`config.mk`:
```
export PLATFORM = sky130hd
export DESIGN_NAME = sliding_window_receiver_flat
export DESIGN_NICKNAME = d
export VERILOG_FILES = /design/src/rtl/swr_pkg.sv /design/src/rtl/swr_if.sv /design/src/rtl/sliding_window_receiver.sv /design/src/rtl/swr_marks.sv /design/src/flat_wrapper.sv
export SDC_FILE = /design/constraint.sdc
export NUM_CORES = 1
export LEC_CHECK = 0
export ABC_AREA = 1
export ABC_CLOCK_PERIOD_IN_PS = 11120
export BUFFER_PORTS_ARGS = -buffer_cell sky130_fd_sc_hd__clkbuf_2
export CAP_MARGIN = 20
export CORE_MARGIN = 2
export CORE_UTILIZATION = 45
export CTS_CLUSTER_SIZE = 16
export DETAILED_ROUTE_END_ITERATION = 10
export PLACE_DENSITY = 0.63
export SLEW_MARGIN = 20
export SYNTH_ARGS = -nofsm -noshare
export SYNTH_HDL_FRONTEND = slang
export SYNTH_SLANG_ARGS = --single-unit
```
`constraint.sdc`:
```
create_clock -name clk_i -period 11.12 [get_ports clk_i]
set_input_delay 0 -clock clk_i [delete_from_list [all_inputs] [get_ports clk_i]]
set_output_delay 0 -clock clk_i [all_outputs]
set_load 0.02 [all_outputs]
```
`src/rtl/swr_pkg.sv`:
```
// Shared types, widths and codes for the sliding-window receiver.
package swr_pkg;

  localparam int unsigned SEQ_W      = 32;
  localparam int unsigned LEN_W      = 11;
  localparam int unsigned WSIZE_W    = 6;
  localparam int unsigned CFG_IDX_W  = 2;
  localparam int unsigned CFG_DATA_W = 32;
  localparam int unsigned SLOT_OUT_W = 12;
  localparam int unsigned SIZE_W     = 23;
  localparam int unsigned SLOTS_W    = 13;
  // Consumed slots plus a distance inside the window.
  localparam int unsigned SLOT_W     = 14;

  localparam logic [SLOTS_W-1:0] SLOTS_MAX = '1;
  localparam logic [SIZE_W-1:0]  SIZE_MAX  = '1;

  typedef enum logic [CFG_IDX_W-1:0] {
    CFG_WINDOW_SIZE      = 2'd0,
    CFG_SELECTIVE_MODE   = 2'd1,
    CFG_INITIAL_SEQUENCE = 2'd2
  } cfg_idx_e;

  typedef enum logic [1:0] {
    RX_GOOD  = 2'd0,
    RX_BAD   = 2'd1,
    RX_FATAL = 2'd2
  } rx_status_e;

endpackage

```
`src/rtl/swr_if.sv`:
```
// Valid/ready channel interfaces for packet headers and receiver results.
interface swr_pkt_if;
  import swr_pkg::*;
  logic              valid;
  logic              ready;
  logic [1:0]        receive_status;
  logic [SEQ_W-1:0]  sequence_number;
  logic              fin_flag;
  logic              other_flags;
  logic [LEN_W-1:0]  payload_length;

  modport source (output valid, receive_status, sequence_number, fin_flag, other_flags,
                  payload_length, input ready);
  modport sink   (input valid, receive_status, sequence_number, fin_flag, other_flags,
                  payload_length, output ready);
endinterface

interface swr_res_if;
  import swr_pkg::*;
  logic                  valid;
  logic                  ready;
  logic                  send_ack;
  logic [SEQ_W-1:0]      ack_number;
  logic                  store_payload;
  logic [SLOT_OUT_W-1:0] buffer_slot;
  logic                  overflow;
  logic [SIZE_W-1:0]     file_size;
  logic                  finished;

  modport source (output valid, send_ack, ack_number, store_payload, buffer_slot, overflow,
                  file_size, finished, input ready);
  modport sink   (input valid, send_ack, ack_number, store_payload, buffer_slot, overflow,
                  file_size, finished, output ready);
endinterface

```
`src/rtl/sliding_window_receiver.sv`:
```
// Top level of the sliding-window data-phase receiver.
//
//  Channel   Direction  Carries
//  pkt_i     in         one received packet header per transaction
//  res_o     out        ack, buffer placement, file size and finish flag per transaction
//  cfg_*     in         register writes: window size, mode, initial sequence
//
// Each header is captured in the input register and resolved from there into the
// result register, so one transaction is taken per cycle while the result register
// is empty or its result is accepted; the result is offered from the result register.
// Window base, bitmap, slot count and file size are updated together when a header
// is resolved, and the next header sees that updated state.
// While a result waits unaccepted, the input register still takes one header;
// the input stalls only once both registers are full. Reset is asynchronous
// and clears all control state, the bitmap, the counters and the
// configuration to their defaults.
module sliding_window_receiver import swr_pkg::*; #(
  parameter int unsigned MAX_WINDOW    = 32,
  parameter int unsigned PAYLOAD_BYTES = 1024,
  parameter int unsigned BUFFER_SLOTS  = 4096
) (
  input  logic                  clk_i,
  input  logic                  rst_ni,
  input  logic                  cfg_we_i,
  input  logic [CFG_IDX_W-1:0]  cfg_idx_i,
  input  logic [CFG_DATA_W-1:0] cfg_data_i,
  swr_pkt_if.sink               pkt_i,
  swr_res_if.source             res_o
);

  localparam int unsigned IdxW = (MAX_WINDOW > 1) ? $clog2(MAX_WINDOW) : 1;
  localparam int unsigned RunW = $clog2(MAX_WINDOW + 1);

  // Configuration registers.
  logic [WSIZE_W-1:0] win_size_q;
  logic               sel_mode_q;

  // Protocol state.
  logic [SEQ_W-1:0]   base_q, base_d;
  logic [SLOTS_W-1:0] slots_q, slots_d;
  logic [SIZE_W-1:0]  bytes_q, bytes_d;
  logic               done_q, done_d;

  // Input register.
  logic               in_vld_q;
  logic [1:0]         h_status_q;
  logic [SEQ_W-1:0]   h_seq_q;
  logic               h_fin_q;
  logic               h_other_q;
  logic [LEN_W-1:0]   h_len_q;

  // Result register.
  logic                  res_vld_q;
  logic                  ack_q, ack_d;
  logic [SEQ_W-1:0]      ackno_q, ackno_d;
  logic                  store_q, store_d;
  logic [SLOT_OUT_W-1:0] slot_q, slot_d;
  logic                  ovf_q, ovf_d;
  logic [SIZE_W-1:0]     size_q;
  logic                  fin_q;

  logic advance, proc_en;

  assign advance     = !res_vld_q || res_o.ready;
  assign proc_en     = in_vld_q && advance;
  assign pkt_i.ready = !in_vld_q || advance;

  // Effective window: zero counts as one, and the bitmap depth caps it.
  logic [RunW-1:0] eff_win;
  always_comb begin
    if (win_size_q == '0) begin
      eff_win = RunW'(1);
    end else if (32'(win_size_q) > 32'(MAX_WINDOW)) begin
      eff_win = RunW'(MAX_WINDOW);
    end else begin
      eff_win = RunW'(win_size_q);
    end
  end

  logic [LEN_W-1:0]  len_sat;
  logic [SEQ_W-1:0]  back, ahead;
  logic              is_good, ends, live, data_ok;
  logic              gbn_hit, in_prev, in_win, place_en, fits, mark_upd;
  logic [SLOT_W-1:0] slot;
  logic [31:0]       byte_end;
  logic [SIZE_W-1:0] end_sat;
  logic [RunW-1:0]   run;
  logic [SLOT_W-1:0] slot_sum;

  assign len_sat = (32'(h_len_q) > 32'(PAYLOAD_BYTES)) ? LEN_W'(PAYLOAD_BYTES) : h_len_q;

  // Sequence distances wrap modulo 2^32.
  assign back  = base_q - h_seq_q;
  assign ahead = h_seq_q - base_q;

  assign is_good = (h_status_q == RX_GOOD);
  assign ends    = (h_status_q == RX_FATAL) || (is_good && h_fin_q);
  assign live    = !done_q;
  assign data_ok = live && !ends && is_good && !h_other_q;

  assign gbn_hit = (h_seq_q == base_q);
  // A packet from the previous window is only re-acknowledged.
  assign in_prev = (back != '0) && (back <= 32'(eff_win));
  assign in_win  = !in_prev && (ahead < 32'(eff_win));

  assign place_en = data_ok && (sel_mode_q ? in_win : gbn_hit);
  assign mark_upd = data_ok && sel_mode_q && in_win;

  assign slot = sel_mode_q ? (SLOT_W'(ahead[IdxW-1:0]) + SLOT_W'(slots_q)) : SLOT_W'(slots_q);
  assign fits = (32'(slot) < 32'(BUFFER_SLOTS));

  // Byte end of this payload in the reassembled file.
  assign byte_end = 32'(slot) * 32'(PAYLOAD_BYTES) + 32'(len_sat);
  assign end_sat  = (byte_end > 32'(SIZE_MAX)) ? SIZE_MAX : byte_end[SIZE_W-1:0];

  swr_marks #(
    .MaxWindow (MAX_WINDOW)
  ) u_swr_marks (
    .clk_i  (clk_i),
    .rst_ni (rst_ni),
    .upd_i  (proc_en && mark_upd),
    .idx_i  (ahead[IdxW-1:0]),
    .win_i  (eff_win),
    .run_o  (run)
  );

  always_comb begin
    base_d   = base_q;
    slot_sum = SLOT_W'(slots_q);
    if (place_en && !sel_mode_q) begin
      base_d   = base_q + 32'd1;
      slot_sum = SLOT_W'(slots_q) + SLOT_W'(1);
    end else if (mark_upd) begin
      base_d   = base_q + 32'(run);
      slot_sum = SLOT_W'(slots_q) + SLOT_W'(run);
    end
    slots_d = (slot_sum > SLOT_W'(SLOTS_MAX)) ? SLOTS_MAX : slot_sum[SLOTS_W-1:0];

    store_d = place_en && fits;
    ovf_d   = place_en && !fits;
    slot_d  = store_d ? slot[SLOT_OUT_W-1:0] : '0;
    bytes_d = (store_d && (end_sat > bytes_q)) ? end_sat : bytes_q;

    ack_d   = data_ok && (!sel_mode_q || in_prev || in_win);
    ackno_d = !ack_d ? '0 : (sel_mode_q ? h_seq_q : base_d);

    done_d  = done_q || (live && ends);
  end

  // Configuration writes and protocol state.
  always_ff @(posedge clk_i or negedge rst_ni) begin
    if (!rst_ni) begin
      win_size_q <= WSIZE_W'(4);
      sel_mode_q <= 1'b0;
      base_q     <= '0;
      slots_q    <= '0;
      bytes_q    <= '0;
      done_q     <= 1'b0;
    end else if (cfg_we_i) begin
      case (cfg_idx_i)
        CFG_WINDOW_SIZE:      win_size_q <= cfg_data_i[WSIZE_W-1:0];
        CFG_SELECTIVE_MODE:   sel_mode_q <= cfg_data_i[0];
        CFG_INITIAL_SEQUENCE: base_q     <= cfg_data_i[SEQ_W-1:0];
        default: ;
      endcase
    end else if (proc_en) begin
      base_q  <= base_d;
      slots_q <= slots_d;
      bytes_q <= bytes_d;
      done_q  <= done_d;
    end
  end

  // Input and result register valid flags.
  always_ff @(posedge clk_i or negedge rst_ni) begin
    if (!rst_ni) begin
      in_vld_q  <= 1'b0;
      res_vld_q <= 1'b0;
    end else begin
      if (pkt_i.ready) begin
        in_vld_q <= pkt_i.valid;
      end
      if (proc_en) begin
        res_vld_q <= 1'b1;
      end else if (res_o.ready) begin
        res_vld_q <= 1'b0;
      end
    end
  end

  // Payload registers.
  always_ff @(posedge clk_i) begin
    if (pkt_i.valid && pkt_i.ready) begin
      h_status_q <= pkt_i.receive_status;
      h_seq_q    <= pkt_i.sequence_number;
      h_fin_q    <= pkt_i.fin_flag;
      h_other_q  <= pkt_i.other_flags;
      h_len_q    <= pkt_i.payload_length;
    end
    if (proc_en) begin
      ack_q   <= ack_d;
      ackno_q <= ackno_d;
      store_q <= store_d;
      slot_q  <= slot_d;
      ovf_q   <= ovf_d;
      size_q  <= bytes_d;
      fin_q   <= done_d;
    end
  end

  assign res_o.valid         = res_vld_q;
  assign res_o.send_ack      = ack_q;
  assign res_o.ack_number    = ackno_q;
  assign res_o.store_payload = store_q;
  assign res_o.buffer_slot   = slot_q;
  assign res_o.overflow      = ovf_q;
  assign res_o.file_size     = size_q;
  assign res_o.finished      = fin_q;

endmodule

```
`src/rtl/swr_marks.sv`:
```
// Received-packet bitmap with leading-run encoder and window slide.
module swr_marks import swr_pkg::*; #(
  parameter int unsigned MaxWindow = 32,
  localparam int unsigned IdxW = (MaxWindow > 1) ? $clog2(MaxWindow) : 1,
  localparam int unsigned RunW = $clog2(MaxWindow + 1)
) (
  input  logic            clk_i,
  input  logic            rst_ni,
  input  logic            upd_i,
  input  logic [IdxW-1:0] idx_i,
  input  logic [RunW-1:0] win_i,
  output logic [RunW-1:0] run_o
);

  logic [MaxWindow-1:0] marks_q;
  logic [MaxWindow-1:0] set_vec;
  logic [RunW-1:0]      run;

  always_comb begin
    for (int i = 0; i < MaxWindow; i++) begin
      set_vec[i] = marks_q[i] | (upd_i && (idx_i == IdxW'(i)));
    end
  end

  // Priority encode the first position that is unmarked or outside the window.
  always_comb begin
    run = RunW'(MaxWindow);
    for (int i = MaxWindow - 1; i >= 0; i--) begin
      if (!set_vec[i] || (RunW'(i) >= win_i)) begin
        run = RunW'(i);
      end
    end
  end

  assign run_o = run;

  always_ff @(posedge clk_i or negedge rst_ni) begin
    if (!rst_ni) begin
      marks_q <= '0;
    end else if (upd_i) begin
      marks_q <= set_vec >> run;
    end
  end

endmodule

```
`src/flat_wrapper.sv`:
```
// flat-port wrapper written by rule: the top's interface ports become plain ports
module sliding_window_receiver_flat import swr_pkg::*;
#(
  parameter int unsigned MAX_WINDOW    = 32,
  parameter int unsigned PAYLOAD_BYTES = 1024,
  parameter int unsigned BUFFER_SLOTS  = 4096
)
  (clk_i, rst_ni, cfg_we_i, cfg_idx_i, cfg_data_i, pkt_i_valid, pkt_i_receive_status, pkt_i_sequence_number, pkt_i_fin_flag, pkt_i_other_flags, pkt_i_payload_length, pkt_i_ready, res_o_valid, res_o_send_ack, res_o_ack_number, res_o_store_payload, res_o_buffer_slot, res_o_overflow, res_o_file_size, res_o_finished, res_o_ready);
  swr_pkt_if pkt_i_i ();
  swr_res_if res_o_i ();
  input  logic clk_i;
  input  logic rst_ni;
  input  logic cfg_we_i;
  input  logic [CFG_IDX_W-1:0] cfg_idx_i;
  input  logic [CFG_DATA_W-1:0] cfg_data_i;
  input wire logic [$bits(pkt_i_i.valid)-1:0] pkt_i_valid;
  input wire logic [$bits(pkt_i_i.receive_status)-1:0] pkt_i_receive_status;
  input wire logic [$bits(pkt_i_i.sequence_number)-1:0] pkt_i_sequence_number;
  input wire logic [$bits(pkt_i_i.fin_flag)-1:0] pkt_i_fin_flag;
  input wire logic [$bits(pkt_i_i.other_flags)-1:0] pkt_i_other_flags;
  input wire logic [$bits(pkt_i_i.payload_length)-1:0] pkt_i_payload_length;
  output wire logic [$bits(pkt_i_i.ready)-1:0] pkt_i_ready;
  output wire logic [$bits(res_o_i.valid)-1:0] res_o_valid;
  output wire logic [$bits(res_o_i.send_ack)-1:0] res_o_send_ack;
  output wire logic [$bits(res_o_i.ack_number)-1:0] res_o_ack_number;
  output wire logic [$bits(res_o_i.store_payload)-1:0] res_o_store_payload;
  output wire logic [$bits(res_o_i.buffer_slot)-1:0] res_o_buffer_slot;
  output wire logic [$bits(res_o_i.overflow)-1:0] res_o_overflow;
  output wire logic [$bits(res_o_i.file_size)-1:0] res_o_file_size;
  output wire logic [$bits(res_o_i.finished)-1:0] res_o_finished;
  input wire logic [$bits(res_o_i.ready)-1:0] res_o_ready;
  assign pkt_i_i.valid = pkt_i_valid;
  assign pkt_i_i.receive_status = pkt_i_receive_status;
  assign pkt_i_i.sequence_number = pkt_i_sequence_number;
  assign pkt_i_i.fin_flag = pkt_i_fin_flag;
  assign pkt_i_i.other_flags = pkt_i_other_flags;
  assign pkt_i_i.payload_length = pkt_i_payload_length;
  assign pkt_i_ready = pkt_i_i.ready;
  assign res_o_valid = res_o_i.valid;
  assign res_o_send_ack = res_o_i.send_ack;
  assign res_o_ack_number = res_o_i.ack_number;
  assign res_o_store_payload = res_o_i.store_payload;
  assign res_o_buffer_slot = res_o_i.buffer_slot;
  assign res_o_overflow = res_o_i.overflow;
  assign res_o_file_size = res_o_i.file_size;
  assign res_o_finished = res_o_i.finished;
  assign res_o_i.ready = res_o_ready;
  sliding_window_receiver #(.MAX_WINDOW(MAX_WINDOW), .PAYLOAD_BYTES(PAYLOAD_BYTES), .BUFFER_SLOTS(BUFFER_SLOTS)) u_core (.clk_i(clk_i), .rst_ni(rst_ni), .cfg_we_i(cfg_we_i), .cfg_idx_i(cfg_idx_i), .cfg_data_i(cfg_data_i), .pkt_i(pkt_i_i), .res_o(res_o_i));
endmodule
```
# Word level (Yosys, flattened, before mapping)
# Cells that the tools add are included.
# word_totals
reg_bits	228
out_inout_bits	73
input_bits	86
word_cells	328
# classes
eq_ne	36
order_cmp	40
n_addsub	8
muxes	50
bitwise_logic	33
shifts	1
reduce_logical	139
# op_table
operator	n
$mux 6	34
$mux 32	6
$ge 5x6->1 const A	16
$eq 5x5->1 const B	16
$sub 32x32->32	2
$logic_and 1x1->1	50
$ge 4x6->1 const A	8
$mux 23	2
$mux 14	3
$eq 5x4->1 const B	8
$logic_not 1->1	40
$logic_or 1x1->1	38
$add 32x1->32 const B	1
$add 32x6->32	1
$eq 32x32->1	1
$gt 32x23->1 const B	1
$le 32x6->1	1
$lt 32x6->1	1
$or 1x1->1	32
$reduce_bool 32->1	1
$shr 32x6->32	1
$add 24x11->25	1
$ge 3x6->1 const A	4
$gt 23x23->1	1
24 further kinds	38

# Depth between registers and ports, before layout
# Gate-level depths: netlist of the first run.
# logic_depth
word_depth	51
ltp_mapped	78

# Modules after synthesis
# From an unflattened synthesis of the first run, not the netlist that was laid out.
# unflattened
cells_unflattened	3443
hier_area_um2	21443.1
# modules_own_cells
mod	area_per_inst_um2	instances	cells_per_inst
sliding_window_receiver	17257.8	1	2673
swr_marks	4185.3	1	770

# Least setup slack after synthesis of the first run
# Ideal clock, no wire load.
# synth_path
path_type	register -> register
startpoint	register u_core.h_seq_q[0]
endpoint	register u_core.ackno_q[30], in the netlist u_core.res_o.ack_number[30], data pin
setup_slack_ps	3520
setup_time_ps	255
required_time_ps	10865
arrival_time_ps	7345
path_stages_with_launch	48
n_path_buf	4
synth_period_minus_slack_ps	7600
cell_sequence	edfxtp_1 inv_1 ha_1 inv_1 fa_1 nand3_1 nand3_1 xor2_1 clkbuf_1 ha_1 a21o_1 nand2_1 nand2_1 nor2_1 nand2_1 nor2_1 nand3_1 nor2_4 [12 not listed] inv_1 clkbuf_1 ha_1 a21oi_1 inv_1 a31oi_1 nor2_1 o21ai_0 nand2_1 nand3_1 nor2_1 nand2_1 nor2_1 nor4b_1 nand2_1 o32a_1 o21ai_0 inv_1
# synth_between
elab_chain_cells	47
# synth_lines
item	line_no	source
start: declaration	sliding_window_receiver.sv:47	logic [SEQ_W-1:0] h_seq_q;
start signal: assignment	sliding_window_receiver.sv:195	h_seq_q <= pkt_i.sequence_number;
$sub 32x32->32	sliding_window_receiver.sv:93	assign back = base_q - h_seq_q;
$le 32x6->1 / $reduce_bool 32->1 (equally long branches)	sliding_window_receiver.sv:103	assign in_prev = (back != '0) && (back <= 32'(eff_win));
$logic_and 1x1->1	sliding_window_receiver.sv:103	
$logic_not 1->1	sliding_window_receiver.sv:104	assign in_win = !in_prev && (ahead < 32'(eff_win));
$logic_and 1x1->1	sliding_window_receiver.sv:104	
$logic_and 1x1->1	sliding_window_receiver.sv:107	assign mark_upd = data_ok && sel_mode_q && in_win;
$logic_and 1x1->1	sliding_window_receiver.sv:121	.upd_i (proc_en && mark_upd),
$logic_and 1x1->1	swr_marks.sv:21	set_vec[i] = marks_q[i] | (upd_i && (idx_i == IdxW'(i)));
$or 1x1->1	swr_marks.sv:21	
$logic_not 1->1	swr_marks.sv:29	if (!set_vec[i] || (RunW'(i) >= win_i)) begin
$logic_or 1x1->1	swr_marks.sv:29	
$mux 6 (32 in series)	swr_marks.sv:29	
$add 32x6->32	sliding_window_receiver.sv:134	base_d = base_q + 32'(run);
$mux 32	sliding_window_receiver.sv:133	end else if (mark_upd) begin
$mux 32	sliding_window_receiver.sv:130	if (place_en && !sel_mode_q) begin
$mux 32	sliding_window_receiver.sv:145	ackno_d = !ack_d ? '0 : (sel_mode_q ? h_seq_q : base_d);
end signal: assignment	sliding_window_receiver.sv:202	ackno_q <= ackno_d;
end: declaration	sliding_window_receiver.sv:55	logic [SEQ_W-1:0] ackno_q, ackno_d;
# Several ways; a longest one is shown, not always the timed one.
# A chain may end at the register's enable or synchronous reset.

# Final worst setup path of the first run
# layout_path
startpoint	register u_core.win_size_q[5]
endpoint	register u_core.ackno_q[30], in the netlist u_core.res_o.ack_number[30], data pin
# layout_between
elab_chain_cells	49
# layout_lines
item	line_no	source
start: declaration	sliding_window_receiver.sv:35	logic [WSIZE_W-1:0] win_size_q;
start signal: assignment	sliding_window_receiver.sv:161	CFG_WINDOW_SIZE: win_size_q <= cfg_data_i[WSIZE_W-1:0];
$gt 6x6->1	sliding_window_receiver.sv:73	end else if (32'(win_size_q) > 32'(MAX_WINDOW)) begin
$mux 6	sliding_window_receiver.sv:73	
$mux 6 *	sliding_window_receiver.sv:71	if (win_size_q == '0) begin
$le 32x6->1	sliding_window_receiver.sv:103	
$logic_and 1x1->1	sliding_window_receiver.sv:103	
$logic_not 1->1	sliding_window_receiver.sv:104	
$logic_and 1x1->1	sliding_window_receiver.sv:104	
$logic_and 1x1->1	sliding_window_receiver.sv:107	
[2 not listed]	-	
$or 1x1->1	swr_marks.sv:21	
$logic_not 1->1	swr_marks.sv:29	
$logic_or 1x1->1	swr_marks.sv:29	
$mux 6 (32 in series)	swr_marks.sv:29	
$add 32x6->32	sliding_window_receiver.sv:134	
$mux 32	sliding_window_receiver.sv:133	
$mux 32	sliding_window_receiver.sv:130	
$mux 32	sliding_window_receiver.sv:145	
# Every way passes the cells marked *; elsewhere a longest branch is shown, timed or not.

==> results of run 1 <==
## cells by family (layout without fill, tap and decap cells)
| group | after synthesis | count (layout) | synth area share (%) |
|---|---|---|---|
| and+or+nand+nor | 1617 | 1617 | 34.2 |
| buffers and inverters | 616 | 858 | 11.8 |
| AOI/OAI and AO/OA | 432 | 432 | 11.9 |
| DFF | 228 | 228 | 31.4 |
| xor gates and xnor gates | 66 | 66 | 2.88 |
| adders and majority gates | 122 | 122 | 7.79 |
| other | 0 | 1 | 0 |
## synthesized netlist by cell type, types with 3 or more instances
cell type    n
nand3b_1     5
a211oi_1     7
o21ai_1     12
o221ai_1     7
clkbuf_1    50
nand4_1     73
o21ai_0    187
and2_1       3
ha_1       117
inv_2       12
o211ai_1     7
xnor2_1      5
buf_2       13
or2_2        5
nor3_1      30
buf_6        4
inv_1      520
nor2_4       4
nand3_2      3
nor4_1      16
a31oi_1      5
o31ai_1      5
clkinv_1     7
a21o_1       3
nor2_2      13
buf_1        9
nor2_1     217
edfxtp_1   118
o22ai_1     10
a21oi_1    153
dfrtp_1    109
nand2_2      7
nor4b_1      3
xor2_1      61
nand2_1    943
o21a_1       4
a41o_1       6
nand3_1    289
fa_1         5
o21bai_1     7
## state kept, by name (all words and copies together), names as in the netlist
| name | count |
|---|---|
| u_core.base_q | 32 |
| u_core.bytes_q | 23 |
| u_core.done_q | 1 |
| u_core.h_fin_q | 1 |
| u_core.h_len_q | 11 |
| u_core.h_other_q | 1 |
| u_core.h_seq_q | 32 |
| u_core.h_status_q | 2 |
| u_core.in_vld_q | 1 |
| u_core.res_o.ack_number | 32 |
| u_core.res_o.buffer_slot | 12 |
| u_core.res_o.file_size | 23 |
| u_core.res_o.finished | 1 |
| u_core.res_o.overflow | 1 |
| u_core.res_o.send_ack | 1 |
| u_core.res_o.store_payload | 1 |
| u_core.res_o.valid | 1 |
| u_core.sel_mode_q | 1 |
| u_core.slots_q | 13 |
| u_core.u_swr_marks.marks_q | 32 |
| u_core.win_size_q | 6 |
## power by group
group	total [mW]	internal (mW)	leakage (nW)	switching, mW
clock	0.962	0.567	0.465	0.396
combinational	2.05	0.614	9.04	1.44
sequential	1.15	1.05	2.49	0.106
## cell type report
type,instances,area (µm²)
inverter,539,2020
multi-input combinational,2237,11400
timing repair buffer,267,1830
clock buffer,39,826
antenna,1,2.50
sequential,228,6300
tap,592,741
clock inverter,13,130
fill,4595,20800
## routing by layer
layer	vias up	global-route usage [%]
met3	188	2.53
li1	10400	-
met5	-	0
met4	2	13.4
met1	10100	41.4
met2	784	58.1
## path summary, 6_finish.rpt
kind,end,start,slack [ns],depth (start not counted)
setup / recovery,u_core.res_o.ack_number[30]$_SDFFCE_PN0P_,u_core.win_size_q[5]$_DFFE_PN0P_,1.22,49
hold / removal,u_core.win_size_q[5]$_DFFE_PN0P_,cfg_idx_i[1],0.04,4
setup reg to reg,u_core.res_o.ack_number[30]$_SDFFCE_PN0P_,u_core.win_size_q[5]$_DFFE_PN0P_,1.22,49
hold reg to reg,u_core.done_q$_DFFE_PN0P_,u_core.done_q$_DFFE_PN0P_,0.48,2
max in group asynchronous,u_core.sel_mode_q$_DFFE_PN0P_,rst_ni,9.62,3
min in group asynchronous,u_core.bytes_q[21]$_DFFE_PN0P_,rst_ni,0.11,2
## repair_timing
action,4_1_cts,5_1_grt
setup buffers,0,0
endpoints found under the hold margin,146,0
endpoints found under the setup margin,0,0
hold buffers,89,0
## worst max-delay path, delay by kind of cell, from the launching register on
kind	cells	cell delay [ns]
fa+ha+maj	2	0.64
simple gates	28	5.11
compound gates	10	1.94
buf+inv	9	1.42
flops	1	0.49
==> reports/results.ini, run 1 <==
[layout]
syn_to_final_growth_pct=16.1
nets=3509
drive_gt1_share_pct=8.43
final_cell_area_um2=23300
stdcell_count=3916
mostFrequentLayoutCell=nand2_1
mostFrequentLayoutCells=943 x nand2_1, 518 x inv_1, 289 x nand3_1, 216 x nor2_1, 186 x o21ai_0
fin_util_pct=52.8

[floorplan]
start_util_pct=45.5
dieHeight_um=215
pin_count=159
die_x_um=215
coreArea_um2=44100
fp-row-count=77
dieArea_um2=46300

[global_route]
grt_pass1_vias=20400
grt-ovfl-total=0
grt_pass1_wl_um=118000
grt_usage_pct=32.9
grt_antenna_before_repair=3
grt_max_degree=69

[worst_hold_path]
hp-class=input port to flip-flop

[setup_path]
cp_data_required_time_ns=11.45
path_class=flip-flop to flip-flop
critPathArrivalTime_ns=10.24
cp_slowest_stage_delay_ns=0.57
crit_top_cell=nand2_1
cp-start-kind=flip-flop
critPathMaxFanout=29
endpoint_kind=flip-flop
critPathSlowestCell=nor4b_1

[sta]
hold_ws_ns=0.0373
worst_pin_slew_ns=0.909
slew_headroom_pct=38.8
setup_viol=0
max_freq_mhz=101
finClkSkew_ns=0.0278
slew_violations=0
period_share_pct=89.0
worst_slack_ns=1.22
rsz0062_at_grt=no
hold_viol_final=0
fin_setup_tns_ns=0
fin_crit_ns=9.90

[drt]
drc=0
via_per_inst=5.49
wl_per_cell_um=19.9
wl_met1_um=32100
drtIter0Drc=1863
drtAntennaViolNets=0
wl_met3_um=3900
vias=21500
top_layer=met5
drtPass1Iterations=8
met2_length_um=38300
routed_wl_um=78000

[pwr]
p_per_area_nw_per_um2=179
power_leakage_nw=12.0
ir_drop_v=0.000163
finalPower_mw=4.17

[placement]
place_area_um2=21400
dp_slack_ns=1.51
hpwl_um=61400
dp_cells=3774
io_buffers=158
place.gp.congestion=0.980

[logic_synthesis]
synth_edf_count=118
syn-cell-area_um2=20100
yosysTopAreaCell=edfxtp_1
synth_area_per_cell_um2=6.51
yosysSeqAreaShare_pct=31.4
syn_nets=3289
synth_cell_type_count=60
netlist_instances=3081
synth_top_area_share_pct=17.7
ys.warnings.count=0
synth-main-ff-cell=edfxtp_1
ys_ff_latch=228
ys_top_cells_by_area=edfxtp_1 18%, nand2_1 18%, dfrtp_1 14%
synthArstFlopShare_pct=48.2

[clock_tree]
root_buffer=clkbuf_16
clkSinkCount=228
path_clk_slew_ns=0.06
cts_resized=0
cts.path.max_buffers=3
cts_tree=yes
cts_buffers=28
cts_max_level=1
clk_latency_ns=0.58

[job]
cap_violations=0

[outcome]
status=completed

Note: power is estimated with default switching activity, not from simulation.
==> inputs of run 2 (changes only) <==
Settings changed: ABC_CLOCK_PERIOD_IN_PS 11120 to 8100, PLACE_DENSITY 0.63 to 0.65, SLEW_MARGIN 20 to unset.
Clock period 11.12 ns to 8.1 ns, I/O delays scaled along.
==> reports/results.ini, run 2 (same netlist as run 1, synthesis figures left out) <==
[setup_path]
cp_slowest_stage_delay_ns=0.43
path_class=flip-flop to flip-flop
critPathMaxFanout=19
r2r-start=u_core.base_q[0]$_DFFE_PN0P_
endpoint_kind=flip-flop
cp-start-kind=flip-flop
critPathSlowestCell=fa_2
worstReg2RegEnd=u_core.res_o.ack_number[30]$_SDFFCE_PN0P_
cp_data_required_time_ns=8.44
crit_top_cell=nand2_1
r2r_cells=46
critPathArrivalTime_ns=7.91
rrSetupSlack_ns=0.53

[clock_tree]
cts_tree=yes
cts.path.max_buffers=3
cts_max_level=1
root_buffer=clkbuf_16
cts_buffers=29
clk_latency_ns=0.59
path_clk_slew_ns=0.07
clkSinkCount=228

[pwr]
comb_power_share_pct=50.6
p_per_area_nw_per_um2=248
clockPowerShare_pct=23.2
ir_drop_v=0.000167
power_leakage_nw=12.4
p_switching_mw=2.78
internal_power_mw=3.26
sw_frac_of_total_pct=46.0
p_seq_share_pct=26.1

[floorplan]
dieArea_um2=46300
pin_count=159
coreArea_um2=44100
die_x_um=215
dieHeight_um=215
start_util_pct=45.5
fp-row-count=77

[drt]
wl_met1_um=31300
top_layer=met4
met2_length_um=38700
wl_per_cell_um=19.5
routed_wl_um=77800
drc=0
vias=21900
wl_met3_um=4080
drtIter0Drc=1803
drtAntennaViolNets=0
drtPass1Iterations=6
via_per_inst=5.49

[layout]
mostFrequentLayoutCells=929 x nand2_1, 506 x inv_1, 281 x nand3_1, 200 x nor2_1, 180 x o21ai_0
mostFrequentLayoutCell=nand2_1
syn_to_final_growth_pct=21.3
nets=3590
fin_util_pct=55.2
antenna_cells=0
drive_gt1_share_pct=13.4

[global_route]
grt_pass1_vias=21100
grt_pass1_wl_um=119000
grt_usage_pct=32.6
grt-ovfl-total=0
grt_antenna_before_repair=0
grt_max_degree=73

[job]
cap_violations=0

[worst_hold_path]
min_to=u_core.win_size_q[3]$_DFFE_PN0P_
min_from=cfg_idx_i[1]
hp-class=input port to flip-flop
hold_depth=4

[sta]
hold_viol_final=0
max_freq_mhz=132
setup_viol=0
worst_pin_slew_ns=1.08
slew_headroom_pct=28.3
slew_violations=0
period_share_pct=93.5
hold_ws_ns=0.0235
fin_crit_ns=7.57
finClkSkew_ns=0.0335

[placement]
hpwl_um=60300
place.gp.congestion=0.997
io_buffers=158

[outcome]
status=completed

-- run 2: final cells by class --
cell class                 count  area, µm²
sequential                   228       6300
tap                          592        741
clock buffer                  29        726
multi-input combinational   2237      11800
inverter                     539       2030
timing repair buffer         347       2450
fill                        4483      19800
clock inverter                24        279
-- run 2: metal layers --
metal  up-vias  global-route usage [%]
li1      10600                       -
met1     10400                    40.1
met2       767                    58.3
met3       190                    3.10
met4         0                    14.0
met5         -                       0
-- run 2: power groups by stage --
stage / Clock [mW] / Sequential [mW] / Combinational [mW]
2_1_floorplan: 0 / 1.63 / 1.81
3_3_place_gp: 0 / 1.58 / 2.79
3_5_place_dp: 0 / 1.59 / 2.80
4_1_cts: 1.42 / 1.57 / 2.86
5_1_grt: 1.46 / 1.59 / 3.37
6_report: 1.40 / 1.58 / 3.05
-- run 2: repair_timing --
item / in CTS / in global routing
hold endpoints to repair: 141 / 0
pin swaps: 0 / 37
gates cloned: 0 / 1
hold buffers: 89 / 0
setup endpoints to repair: 21 / 61
buffers inserted: 0 / 28
resized for setup: 5 / 108
-- run 2: worst max-delay path by stage --
stage                            startpoint                                   endpoint  slack, ns
3_5_place_dp    u_core.h_seq_q[0]$_DFFE_PP_  u_core.res_o.ack_number[30]$_SDFFCE_PN0P_      -0.35
3_3_place_gp    u_core.h_seq_q[0]$_DFFE_PP_  u_core.res_o.ack_number[30]$_SDFFCE_PN0P_      -0.13
2_1_floorplan   u_core.h_seq_q[0]$_DFFE_PP_  u_core.res_o.ack_number[30]$_SDFFCE_PN0P_       0.50
5_1_grt        u_core.base_q[0]$_DFFE_PN0P_  u_core.res_o.ack_number[30]$_SDFFCE_PN0P_      -0.11
6_report       u_core.base_q[0]$_DFFE_PN0P_  u_core.res_o.ack_number[30]$_SDFFCE_PN0P_       0.53
4_1_cts        u_core.base_q[2]$_DFFE_PN0P_  u_core.res_o.ack_number[30]$_SDFFCE_PN0P_      0.009
-- run 2: critical path: cells and delay by family, from the launching register on --
family          cells  cell delay (ns)
simple gates       24             3.02
compound gates      8             1.37
fa+ha+maj           4             1.28
buf+inv             9             1.09
flops               1             0.39
xor+xnor            1             0.18
-- run 2: through the flow --
step / worst slack, ns / total power [mW] / setup TNS [ns] / instance area (µm²) / instances
4_1_cts: 0.00853 / 5.84 / 0 / 23800 / 3967
3_3_place_gp: -0.129 / 4.37 / -0.159 / 21800 / 3825
5_1_grt: -0.107 / 6.42 / -0.188 / 24400 / 3996
2_1_floorplan: 0.500 / 3.44 / 0 / 20100 / 3081
6_report: 0.529 / 6.03 / 0 / 24400 / 3996
3_5_place_dp: -0.355 / 4.39 / -0.869 / 21800 / 3825
